--- src/hdl/mlaa_pkg.sv ---
// Shared types and constants of the level alarm annunciator.
`default_nettype none
package mlaa_pkg;

  localparam int unsigned NumChannelsDef = 4;
  localparam int unsigned SampleBitsDef  = 10;

  localparam int unsigned OpcodeW   = 2;
  localparam int unsigned ChannelW  = 2;
  localparam int unsigned LedW      = 4;
  localparam int unsigned StatesW   = 8;
  localparam int unsigned CfgAddrW  = 2;
  localparam int unsigned CfgDataW  = 16;
  localparam int unsigned ThrW      = 16;
  localparam int unsigned CountW    = 16;
  localparam int unsigned BlinkW    = 8;

  localparam int unsigned RefSampleBits  = 10;
  localparam int unsigned AlarmThrRef    = 768;
  localparam int unsigned ExitThrRef     = 665;
  localparam int unsigned TimeoutReset   = 2000;
  localparam int unsigned BlinkPerReset  = 5;

  typedef enum logic [OpcodeW-1:0] {
    OP_SAMPLE = 2'd0,
    OP_TICK   = 2'd1,
    OP_ACK    = 2'd2
  } mlaa_op_e;

  typedef enum logic [1:0] {
    MODE_NORMAL   = 2'd0,
    MODE_ALARM    = 2'd1,
    MODE_ATTENDED = 2'd2
  } mlaa_mode_e;

  typedef enum logic [CfgAddrW-1:0] {
    CFG_ALARM_THR = 2'd0,
    CFG_EXIT_THR  = 2'd1,
    CFG_TIMEOUT   = 2'd2,
    CFG_BLINK_PER = 2'd3
  } mlaa_cfg_e;

  typedef struct packed {
    logic [ThrW-1:0]   alarm_thr;
    logic [ThrW-1:0]   exit_thr;
    logic [CountW-1:0] timeout;
    logic [BlinkW-1:0] blink_per;
  } mlaa_cfg_t;

  typedef struct packed {
    logic [LedW-1:0]    green;
    logic [LedW-1:0]    red;
    logic [StatesW-1:0] states;
    logic               buzz;
  } mlaa_result_t;

endpackage
`default_nettype wire

--- src/hdl/mlaa_cfg_regs.sv ---
// Configuration register file: thresholds, attend timeout and blink period.
`default_nettype none
module mlaa_cfg_regs #(
  parameter int unsigned SAMPLE_BITS = mlaa_pkg::SampleBitsDef
) (
  input  wire logic                          clk_i,
  input  wire logic                          rst_ni,
  input  wire logic                          cfg_we_i,
  input  wire logic [mlaa_pkg::CfgAddrW-1:0] cfg_addr_i,
  input  wire logic [mlaa_pkg::CfgDataW-1:0] cfg_wdata_i,
  output mlaa_pkg::mlaa_cfg_t                cfg_o
);
  import mlaa_pkg::*;

  localparam int unsigned AlarmRst = (SAMPLE_BITS >= RefSampleBits) ?
      (AlarmThrRef << (SAMPLE_BITS - RefSampleBits)) :
      (AlarmThrRef >> (RefSampleBits - SAMPLE_BITS));
  localparam int unsigned ExitRst = (SAMPLE_BITS >= RefSampleBits) ?
      (ExitThrRef << (SAMPLE_BITS - RefSampleBits)) :
      (ExitThrRef >> (RefSampleBits - SAMPLE_BITS));

  logic [SAMPLE_BITS-1:0] alarm_thr_q, exit_thr_q;
  logic [CountW-1:0]      timeout_q;
  logic [BlinkW-1:0]      blink_per_q;

  always_ff @(posedge clk_i or negedge rst_ni) begin
    if (!rst_ni) begin
      alarm_thr_q <= SAMPLE_BITS'(AlarmRst);
      exit_thr_q  <= SAMPLE_BITS'(ExitRst);
      timeout_q   <= CountW'(TimeoutReset);
      blink_per_q <= BlinkW'(BlinkPerReset);
    end else if (cfg_we_i) begin
      case (mlaa_cfg_e'(cfg_addr_i))
        CFG_ALARM_THR: alarm_thr_q <= cfg_wdata_i[SAMPLE_BITS-1:0];
        CFG_EXIT_THR:  exit_thr_q  <= cfg_wdata_i[SAMPLE_BITS-1:0];
        CFG_TIMEOUT:   timeout_q   <= cfg_wdata_i[CountW-1:0];
        CFG_BLINK_PER: blink_per_q <= cfg_wdata_i[BlinkW-1:0];
        default: ;
      endcase
    end
  end

  assign cfg_o.alarm_thr = ThrW'(alarm_thr_q);
  assign cfg_o.exit_thr  = ThrW'(exit_thr_q);
  assign cfg_o.timeout   = timeout_q;
  assign cfg_o.blink_per = blink_per_q;

endmodule
`default_nettype wire

--- src/hdl/mlaa_core.sv ---
// Channel state, counters, blink divider and result encoding.
`default_nettype none
module mlaa_core #(
  parameter int unsigned NUM_CHANNELS = mlaa_pkg::NumChannelsDef,
  parameter int unsigned SAMPLE_BITS  = mlaa_pkg::SampleBitsDef
) (
  input  wire logic                          clk_i,
  input  wire logic                          rst_ni,
  input  wire logic                          adv_i,
  input  wire logic [mlaa_pkg::OpcodeW-1:0]  opcode_i,
  input  wire logic [mlaa_pkg::ChannelW-1:0] channel_i,
  input  wire logic [SAMPLE_BITS-1:0]        sample_i,
  input  mlaa_pkg::mlaa_cfg_t                cfg_i,
  output mlaa_pkg::mlaa_result_t             result_o
);
  import mlaa_pkg::*;

  localparam int unsigned Shown = (NUM_CHANNELS < LedW) ? NUM_CHANNELS : LedW;

  mlaa_mode_e        mode_q [NUM_CHANNELS];
  mlaa_mode_e        mode_d [NUM_CHANNELS];
  logic [CountW-1:0] cnt_q  [NUM_CHANNELS];
  logic [CountW-1:0] cnt_d  [NUM_CHANNELS];
  logic [BlinkW-1:0] blink_cnt_q, blink_cnt_d;
  logic              phase_q, phase_d;
  logic [ThrW-1:0]   sample_ext;

  assign sample_ext = ThrW'(sample_i);

  always_comb begin
    blink_cnt_d = blink_cnt_q;
    phase_d     = phase_q;
    for (int c = 0; c < NUM_CHANNELS; c++) begin
      mode_d[c] = mode_q[c];
      cnt_d[c]  = cnt_q[c];
    end
    case (mlaa_op_e'(opcode_i))
      OP_SAMPLE: begin
        for (int c = 0; c < NUM_CHANNELS; c++) begin
          if (32'(channel_i) == c) begin
            if (sample_ext > cfg_i.alarm_thr) begin
              if (mode_q[c] != MODE_ATTENDED) mode_d[c] = MODE_ALARM;
            end else if (sample_ext < cfg_i.exit_thr) begin
              mode_d[c] = MODE_NORMAL;
            end
          end
        end
      end
      OP_TICK: begin
        for (int c = 0; c < NUM_CHANNELS; c++) begin
          if (mode_q[c] == MODE_ATTENDED && cnt_q[c] >= cfg_i.timeout) begin
            mode_d[c] = MODE_ALARM;
          end
          if (cnt_q[c] != {CountW{1'b1}}) cnt_d[c] = cnt_q[c] + CountW'(1);
        end
        if (blink_cnt_q >= cfg_i.blink_per) begin
          phase_d     = ~phase_q;
          blink_cnt_d = BlinkW'(1);
        end else if (blink_cnt_q != {BlinkW{1'b1}}) begin
          blink_cnt_d = blink_cnt_q + BlinkW'(1);
        end
      end
      OP_ACK: begin
        for (int c = 0; c < NUM_CHANNELS; c++) begin
          if (mode_q[c] == MODE_ALARM) begin
            mode_d[c] = MODE_ATTENDED;
            cnt_d[c]  = '0;
          end
        end
      end
      default: ;
    endcase
  end

  always_ff @(posedge clk_i or negedge rst_ni) begin
    if (!rst_ni) begin
      for (int c = 0; c < NUM_CHANNELS; c++) begin
        mode_q[c] <= MODE_NORMAL;
        cnt_q[c]  <= '0;
      end
      blink_cnt_q <= '0;
      phase_q     <= 1'b0;
    end else if (adv_i) begin
      for (int c = 0; c < NUM_CHANNELS; c++) begin
        mode_q[c] <= mode_d[c];
        cnt_q[c]  <= cnt_d[c];
      end
      blink_cnt_q <= blink_cnt_d;
      phase_q     <= phase_d;
    end
  end

  always_comb begin
    result_o = '0;
    for (int c = 0; c < Shown; c++) begin
      result_o.green[c] = (mode_d[c] == MODE_NORMAL) || (mode_d[c] == MODE_ATTENDED);
      result_o.red[c]   = (mode_d[c] == MODE_ATTENDED) ||
                          ((mode_d[c] == MODE_ALARM) && phase_d);
      result_o.states[2*c +: 2] = mode_d[c];
    end
    for (int c = 0; c < NUM_CHANNELS; c++) begin
      if (mode_d[c] == MODE_ALARM) result_o.buzz = 1'b1;
    end
  end

endmodule
`default_nettype wire

--- src/hdl/multichannel_level_alarm_annunciator.sv ---
// Four-channel level alarm annunciator with acknowledge and re-alarm timeout.
// An accepted item waits in the input register until its result is registered.
// Throughput: one item per cycle; the input register and the result register
// form a two-stage pipeline that advances whenever the result slot is free.
// Reset: clears all channels to normal, counters and blink phase to zero,
// and loads the configuration registers with their defaults.
`default_nettype none
module multichannel_level_alarm_annunciator #(
  parameter int unsigned NUM_CHANNELS = mlaa_pkg::NumChannelsDef,
  parameter int unsigned SAMPLE_BITS  = mlaa_pkg::SampleBitsDef
) (
  input  wire logic                          clk_i,
  input  wire logic                          rst_ni,
  input  wire logic                          cfg_we_i,
  input  wire logic [mlaa_pkg::CfgAddrW-1:0] cfg_addr_i,
  input  wire logic [mlaa_pkg::CfgDataW-1:0] cfg_wdata_i,
  input  wire logic                          in_valid_i,
  output      logic                          in_stall_o,
  input  wire logic [mlaa_pkg::OpcodeW-1:0]  opcode_i,
  input  wire logic [mlaa_pkg::ChannelW-1:0] channel_i,
  input  wire logic [SAMPLE_BITS-1:0]        sample_value_i,
  output      logic                          out_valid_o,
  input  wire logic                          out_stall_i,
  output      logic [mlaa_pkg::LedW-1:0]     green_leds_o,
  output      logic [mlaa_pkg::LedW-1:0]     red_leds_o,
  output      logic [mlaa_pkg::StatesW-1:0]  channel_states_o,
  output      logic                          buzzer_request_o
);
  import mlaa_pkg::*;

  mlaa_cfg_t              cfg;
  mlaa_result_t           result, res_q;
  logic                   s1_valid_q, out_valid_q;
  logic [OpcodeW-1:0]     s1_opcode_q;
  logic [ChannelW-1:0]    s1_channel_q;
  logic [SAMPLE_BITS-1:0] s1_sample_q;
  logic                   adv, in_accept;

  assign adv        = s1_valid_q && (!out_valid_q || !out_stall_i);
  assign in_stall_o = s1_valid_q && !adv;
  assign in_accept  = in_valid_i && !in_stall_o;

  mlaa_cfg_regs #(
    .SAMPLE_BITS(SAMPLE_BITS)
  ) u_cfg (
    .clk_i      (clk_i),
    .rst_ni     (rst_ni),
    .cfg_we_i   (cfg_we_i),
    .cfg_addr_i (cfg_addr_i),
    .cfg_wdata_i(cfg_wdata_i),
    .cfg_o      (cfg)
  );

  mlaa_core #(
    .NUM_CHANNELS(NUM_CHANNELS),
    .SAMPLE_BITS (SAMPLE_BITS)
  ) u_core (
    .clk_i    (clk_i),
    .rst_ni   (rst_ni),
    .adv_i    (adv),
    .opcode_i (s1_opcode_q),
    .channel_i(s1_channel_q),
    .sample_i (s1_sample_q),
    .cfg_i    (cfg),
    .result_o (result)
  );

  always_ff @(posedge clk_i or negedge rst_ni) begin
    if (!rst_ni) begin
      s1_valid_q  <= 1'b0;
      out_valid_q <= 1'b0;
    end else begin
      if (in_accept) begin
        s1_valid_q <= 1'b1;
      end else if (adv) begin
        s1_valid_q <= 1'b0;
      end
      if (adv) begin
        out_valid_q <= 1'b1;
      end else if (!out_stall_i) begin
        out_valid_q <= 1'b0;
      end
    end
  end

  always_ff @(posedge clk_i) begin
    if (in_accept) begin
      s1_opcode_q  <= opcode_i;
      s1_channel_q <= channel_i;
      s1_sample_q  <= sample_value_i;
    end
    if (adv) begin
      res_q <= result;
    end
  end

  assign out_valid_o      = out_valid_q;
  assign green_leds_o     = res_q.green;
  assign red_leds_o       = res_q.red;
  assign channel_states_o = res_q.states;
  assign buzzer_request_o = res_q.buzz;

endmodule
`default_nettype wire

--- config.mk ---
export PLATFORM = sky130hd
export DESIGN_NAME = multichannel_level_alarm_annunciator
export DESIGN_NICKNAME = d
export VERILOG_FILES = /design/src/hdl/mlaa_pkg.sv /design/src/hdl/mlaa_cfg_regs.sv /design/src/hdl/mlaa_core.sv /design/src/hdl/multichannel_level_alarm_annunciator.sv
export SDC_FILE = /design/constraint.sdc
export NUM_CORES = 1
export LEC_CHECK = 0
export BUFFER_PORTS_ARGS = -buffer_cell sky130_fd_sc_hd__buf_2
export CAP_MARGIN = 20
export CORE_ASPECT_RATIO = 2
export CORE_MARGIN = 1
export CORE_UTILIZATION = 55
export CTS_CLUSTER_DIAMETER = 50
export DETAILED_ROUTE_END_ITERATION = 16
export PLACE_DENSITY = 0.84
export RECOVER_POWER = 100
export SYNTH_ARGS = -nofsm -noshare
export SYNTH_HDL_FRONTEND = slang
export SYNTH_HIERARCHICAL = 1
export SYNTH_SLANG_ARGS = --single-unit
--- constraint.sdc ---
create_clock -name clk_i -period 7.1 [get_ports clk_i]
set_input_delay 1.42 -clock clk_i [delete_from_list [all_inputs] [get_ports clk_i]]
set_output_delay 1.42 -clock clk_i [all_outputs]
set_load 0.02 [all_outputs]
==> results of run 1 <==
worst max-delay path by stage:
stage           startpoint                      endpoint
3_3_place_gp   out_stall_i  u_core/cnt_q[13]$_DFFE_PN0P_
3_5_place_dp   out_stall_i  u_core/cnt_q[13]$_DFFE_PN0P_
5_1_grt        out_stall_i  u_core/cnt_q[13]$_DFFE_PN0P_
4_1_cts        out_stall_i  u_core/cnt_q[13]$_DFFE_PN0P_
2_1_floorplan  out_stall_i  u_core/cnt_q[63]$_DFFE_PN0P_
6_report       out_stall_i  u_core/cnt_q[13]$_DFFE_PN0P_
registers in the layout, summed over array words and instances (netlist names):
name	flops
u_cfg/timeout_q	16
u_core/phase_q	1
u_cfg/exit_thr_q	10
green_leds_o	4
u_core/mode_q	8
u_core/cnt_q	64
s1_sample_q	10
channel_states_o	8
s1_channel_q	2
s1_valid_q	1
u_cfg/blink_per_q	8
buzzer_request_o	1
s1_opcode_q	2
red_leds_o	4
u_cfg/alarm_thr_q	10
out_valid_o	1
u_core/blink_cnt_q	8
kinds of logic (layout without fill, tap and decap cells):
kind of cell,Yosys count,count (layout),synth area share
multiplexers,48,48,0.05922
AND/OR/NAND/NOR,313,313,0.1627
adder cells (fa/ha/maj),100,100,0.1285
AO/OA/AOI/OAI,189,189,0.1350
buffers and inverters,110,166,0.04997
flip-flops,158,158,0.4238
other,1,12,0.0003850
XOR/XNOR,45,45,0.04046
Yosys cell counts (10+ instances only):
cell      number
dfrtp_1      112
a31oi_1       10
dfstp_2       15
o21ai_0       52
or3_1         10
inv_1         73
nor2_1        83
clkbuf_1      14
nand4_1       29
edfxtp_1      31
mux2_2        37
nor2b_1       12
nand2_1       64
and3_1        13
nand3_1       32
xor2_1        35
xnor2_1       10
o211ai_1      10
ha_1         100
a21oi_1       45
nor3_1        27
mux2_4        10
buf_4         14
metal layers:
metal / up-vias / GRT usage / share of wire
met4: 0 / 0.2325 / 0.084
li1: 3571 / - / -
met1: 3700 / 0.2687 / 0.34
met5: - / 0 / 0
met3: 124 / 0.03997 / 0.037
met2: 280 / 0.4962 / 0.54
area by class of cell:
type	count	share of cell area
sequential	158	0.3910
inverter	75	0.02667
multi-input combinational	707	0.4772
clock buffer	20	0.04136
timing repair buffer	59	0.02584
tap	210	0.02489
clock inverter	12	0.01304
worst max-delay path, cell delays in order:
cell and delay (ns):
clkbuf_1 0.09, a21boi_0 1.53, and2_0 0.49, o21ai_0 0.21
a311oi_1 0.54, nand4_1 0.31, nor3_1 0.36, nand2_1 0.12
xor2_1 0.17, nor2_1 0.06
where the power goes:
group          leakage (nW)  internal (mW)  switching (mW)
logic                  2.65          0.287           0.413
registers              1.87           1.08           0.149
clock network         0.265          0.520           0.368
metrics by stage:
| stage | instance area (µm²) | setup slack [ns] |
|---|---|---|
| after floorplan | 9782 | 2.482 |
| after CTS | 10730 | 3.218 |
| final | 10560 | 2.050 |
| after global routing | 10560 | 1.670 |
| after global placement | 10150 | 2.957 |
| after detailed placement | 10150 | 2.794 |
==> flow_metrics.py, run 1 <==
metrics = {
    "die": {
        "core_um2": 17270,
        "ios": 56,
        "start_util": 0.5640,
        "fp.dieH_um": 190.2,
        "row_count": 68,
        "dieArea_um2": 18280,
        "die_w_um": 96.10,
    },
    "logic_synthesis": {
        "syn_area_um2": 9741,
        "postSynthCellCount": 964,
        "ys.flop_type": "dfrtp_1",
        "yosysTopAreaCell": "dfrtp_1",
        "synth_area_per_cell_um2": 10.10,
        "yosysWarnings": 6,
        "ys_types": 83,
        "synth_edf_count": 31,
        "ys_top_cells_by_area": "dfrtp_1 (29%), ha_1 (13%), edfxtp_1 (9.6%)",
        "synthArstFlopShare": 0.8038,
        "synth_seq_area_share": 0.4238,
        "ys_seq_elements": 158,
        "yosys.area.top_type_share": 0.2877,
    },
    "global_route": {
        "grt_overflow": 0,
        "grt_pass1_wl_mm": 38.24,
        "antenna_found_initial": 0,
        "grt_max_degree": 66,
        "grt_pass1_vias": 7905,
        "grt_use_total": 0.2777,
    },
    "worst_setup_path": {
        "cp.required_ns": 7.37,
        "end_kind": "flip-flop",
        "crit_type": "in2reg",
        "timing.rr.start": "out_valid_o$_DFFE_PN0P_",
        "rr_worst_depth": 9,
        "cp.arrival_ns": 5.32,
        "crit_fanout": 17,
        "reg2reg_to": "u_core/cnt_q[13]$_DFFE_PN0P_",
        "start_kind": "input pin",
        "reg2reg_setup_slack_ns": 2.71,
    },
    "sta": {
        "whs_ns": 0.4846,
        "setup_tns_ns": 0,
        "rsz0062_at_grt": "false",
        "worstMarginPinSlew_ns": 3.421,
        "finalClockSkew_ns": 0.008100,
        "fmax_mhz": 198.0,
        "period_minus_slack_ns": 5.050,
        "maxSlewViolCount": 126,
        "finalCritPeriodShare": 0.7113,
        "setup_viol": 0,
        "hold_viol": 0,
        "slew_headroom": -1.280,
    },
    "clocking": {
        "htreeDepth": 4,
        "clock_sinks": 158,
        "cts_buffers": 17,
        "cts_setup_buffers": 0,
        "cts_root_buf": "clkbuf_16",
        "insertion_delay_ns": 0.42,
        "cts_resized": 0,
        "path_clk_slew_ns": 0.06,
        "cts_tree": "built",
        "cts_buffer_depth": 2,
        "ctsHoldBuffers": 0,
    },
    "cells_and_area": {
        "fin_util": 0.6113,
        "multiInputGateArea_um2": 5039,
        "final_nets": 1155,
        "stdcell_count": 1241,
        "layout-drive-gt1-share": 0.1300,
        "regArea_um2": 4128,
        "mostFrequentLayoutCell": "dfrtp_1",
        "diodes": 0,
        "layout_common_cells": "dfrtp_1 (112), ha_1 (100), nor2_1 (83), inv_1 (74), nand2_1 (64)",
        "area_growth_pct": 8.388,
        "fillers": 1382,
    },
    "power": {
        "max-vdd-ir-drop_uv": 205.7,
        "p_leak_nw": 4.789,
        "power.total_mw": 2.817,
        "power_density_nw_per_um2": 266.8,
    },
    "drt": {
        "drc": 0,
        "drt_wl_total_mm": 23.57,
        "drtPass1Iterations": 5,
        "wire_per_inst_um": 19.00,
        "drtAntennaViolNets": 0,
        "drt_iter0_markers": 434,
        "num_vias": 7675,
        "viasPerCell": 6.185,
    },
    "placement": {
        "dp.cells": 1209,
        "place_congestion": 0.9561,
        "dp.final_hpwl_mm": 17.60,
        "io_buffers": 55,
    },
    "hold_path": {
        "min_from": "s1_valid_q$_DFFE_PN0P_",
        "hold-path-endpoint": "out_valid_o$_DFFE_PN0P_",
        "min_path_cells": 1,
        "hold_class": "reg2reg",
    },
    "run": {
        "max_cap_viol_count": 5,
    },
    "outcome": {
        "failed_checks": "max-capacitance violations, max-slew violations",
        "outcome": "finished, violations left",
    },
}
(Power assumes the default switching activity.)
==> inputs of run 2 (changes only) <==
--- a/config.mk
+++ b/config.mk
@@ -12,7 +12,7 @@
 export CORE_UTILIZATION = 55
 export CTS_CLUSTER_DIAMETER = 50
 export DETAILED_ROUTE_END_ITERATION = 16
-export PLACE_DENSITY = 0.84
+export PLACE_DENSITY = 0.87
 export RECOVER_POWER = 100
 export SYNTH_ARGS = -nofsm -noshare
 export SYNTH_HDL_FRONTEND = slang
==> constraint.sdc (replaced) <==
create_clock -name clk_i -period 4.47 [get_ports clk_i]
set_input_delay 0.894 -clock clk_i [delete_from_list [all_inputs] [get_ports clk_i]]
set_output_delay 0.894 -clock clk_i [all_outputs]
set_load 0.02 [all_outputs]
==> run 2 against run 1 <==
  * The flow still finishes with violations (max-capacitance violations, max-slew violations)
  * Critical path depth is the same
  * Sequential share of layout area shrank 0.18 points
  * Sequential power grew 59%
  * Die area is the same
  * Cell count grew 0.16%
  * Hold slack gained 0.0014 ns
  * Flip-flop and latch count is the same
  * Global-route usage grew 1.3 points
  * Via count grew 1.1%
  * Clock power grew 66%
  * Utilization grew 0.29 points
  * Clock-buffer cell count is the same
==> flow_metrics.py, run 2 (synthesized netlist as in run 1, its figures left out) <==
metrics = {
    "sta": {
        "setup_tns_ns": 0,
        "finalClockSkew_ns": 0.006578,
        "period_minus_slack_ns": 3.634,
        "worstMarginPinSlew_ns": 1.660,
        "slew_headroom": -0.1065,
        "fmax_mhz": 275.2,
        "finalCritPeriodShare": 0.8130,
        "rsz0062_at_grt": "false",
        "maxSlewViolCount": 103,
        "hold_viol": 0,
        "setup_viol": 0,
    },
    "die": {
        "ios": 56,
        "fp.dieH_um": 190.2,
        "row_count": 68,
        "die_w_um": 96.10,
        "start_util": 0.5640,
        "core_um2": 17270,
        "dieArea_um2": 18280,
    },
    "global_route": {
        "use_met3": 0.04716,
        "grt_overflow": 0,
        "grt_max_degree": 66,
        "grt_use_total": 0.2907,
        "antenna_found_initial": 0,
        "grt_pass1_vias": 7997,
        "met2_usage": 0.5207,
        "grt_pass1_wl_mm": 39.61,
        "grtUsageMet1": 0.2923,
        "grt_busiest_layer": "met2",
    },
    "cells_and_area": {
        "mostFrequentLayoutCell": "dfrtp_1",
        "layout-drive-gt1-share": 0.1336,
        "diodes": 0,
        "top_register": "u_core/cnt_q",
        "final_nets": 1158,
        "layout_common_cells": "dfrtp_1 (112), ha_1 (100), nor2_1 (83), inv_1 (74), nand2_1 (64)",
        "fillers": 1367,
        "area_growth_pct": 8.902,
        "top_regs": "u_core/cnt_q x64, u_cfg/timeout_q x16",
        "stdcell_count": 1243,
        "largest_reg_flops": 64,
    },
    "clocking": {
        "cts_setup_buffers": 0,
        "htreeDepth": 4,
        "clock_sinks": 158,
        "cts_root_buf": "clkbuf_16",
        "path_clk_slew_ns": 0.06,
        "insertion_delay_ns": 0.44,
        "cts_buffers": 17,
        "cts_tree": "built",
        "cts_buffer_depth": 2,
        "cts_resized": 0,
        "ctsHoldBuffers": 0,
    },
    "worst_setup_path": {
        "reg2reg_setup_slack_ns": 0.87,
        "crit_fanout": 5,
        "cp.required_ns": 4.75,
        "crit_chain": "clkbuf_1 -> a21boi_0 -> and2_0 -> o21ai_0 -> a311oi_1 -> nand4_1 -> nor3_1 -> nand2_1 -> xor2_1 -> nor2_1",
        "slowest_stage": "a311oi_1",
        "crit_cells": 10,
        "setup.worst_path.start": "out_stall_i",
        "start_kind": "input pin",
        "rr_worst_depth": 12,
        "endpoint": "u_core/cnt_q[15]$_DFFE_PN0P_",
        "max_stage_delay_ns": 0.59,
        "cp.arrival_ns": 3.91,
        "crit_type": "in2reg",
        "path_buf_inv": 1,
        "end_kind": "flip-flop",
        "timing.rr.start": "s1_opcode_q[0]$_DFFE_PP_",
        "reg2reg_to": "u_core/cnt_q[15]$_DFFE_PN0P_",
        "path_delay_family": "simple AND/OR/NAND/NOR gates",
    },
    "outcome": {
        "outcome": "finished, violations left",
        "failed_checks": "max-capacitance violations, max-slew violations",
    },
    "power": {
        "power.total_mw": 4.550,
        "max-vdd-ir-drop_uv": 367.5,
        "p_leak_nw": 4.825,
        "power_density_nw_per_um2": 429.0,
    },
    "drt": {
        "drt_iter0_markers": 472,
        "wire_per_inst_um": 19.61,
        "drtAntennaViolNets": 0,
        "drc": 0,
        "drtPass1Iterations": 5,
        "drt_wl_total_mm": 24.37,
        "num_vias": 7757,
        "viasPerCell": 6.241,
    },
    "placement": {
        "place_congestion": 0.9518,
        "io_buffers": 55,
        "dp.final_hpwl_mm": 18.06,
        "dp.cells": 1212,
    },
    "run": {
        "max_cap_viol_count": 3,
    },
    "hold_path": {
        "hold_class": "reg2reg",
    },
}
run 2: cell types whose count changed in the layout (fill, tap and decap cells not counted), sizes merged:
cell	previous run	this run
clkinv	5	8
inv	76	74
bufinv	2	3
buf	35	36
clkbuf	44	46
clkinvlp	4	1
run 2: worst reg2reg max path, stage by stage, from the launching register on:
cell and delay [ns]:
edfxtp_1 0.39, inv_1 0.09, ha_1 0.44, clkbuf_1 0.42
clkinv_1 0.14, buf_4 0.21, nor2_1 0.07, a311oi_1 0.52
nand4_1 0.34, nor3_1 0.38, nand2_1 0.16, xor2_1 0.24
nor2_1 0.07
run 2: metal layers:
layer  wire (µm)  vias to the layer above
li1            -                     3567
met1        8160                     3762
met2       13290                      305
met3        1091                      123
met4        1831                        0
met5           0                        -
run 2: worst min-delay path by stage:
stage | cells after the start | from | endpoint | slack (ns)
4_1_cts | 1 | u_cfg/exit_thr_q[5]$_DFFE_PN0P_ | u_cfg/exit_thr_q[5]$_DFFE_PN0P_ | 0.51
6_report | 1 | s1_valid_q$_DFFE_PN0P_ | out_valid_o$_DFFE_PN0P_ | 0.49
2_1_floorplan | 1 | s1_valid_q$_DFFE_PN0P_ | out_valid_o$_DFFE_PN0P_ | 0.47
5_1_grt | 1 | s1_valid_q$_DFFE_PN0P_ | out_valid_o$_DFFE_PN0P_ | 0.51
3_3_place_gp | 1 | s1_valid_q$_DFFE_PN0P_ | out_valid_o$_DFFE_PN0P_ | 0.48
3_5_place_dp | 1 | u_cfg/exit_thr_q[5]$_DFFE_PN0P_ | u_cfg/exit_thr_q[5]$_DFFE_PN0P_ | 0.49
run 2: cell type report:
type / instances / area (µm²) / share of cell area
well taps: 210 / 262.8 / 0.02477
inverters: 75 / 281.5 / 0.02654
clock inverters: 11 / 143.9 / 0.01356
clock buffers: 20 / 446.7 / 0.04211
multi-input cells: 707 / 5059 / 0.4769
flip-flops and latches: 158 / 4128 / 0.3891
repair buffers: 62 / 286.5 / 0.02701
run 2: metrics by stage:
stage                     cell area, µm²  hold WS, ns  setup WS, ns    util
after detailed placement           10190       0.4932         1.174  0.5898
after global routing               10610       0.5096        0.5492  0.6142
after global placement             10190       0.4772         1.267  0.5898
after floorplan                     9782       0.4667        0.3783       -
after CTS                          10780       0.5071         1.282  0.6240
final                              10610       0.4860        0.8357  0.6142
run 2: where the power goes:
group / internal [mW] / switching (mW)
clock: 0.887 / 0.579
sequential: 1.72 / 0.240
combinational: 0.462 / 0.665
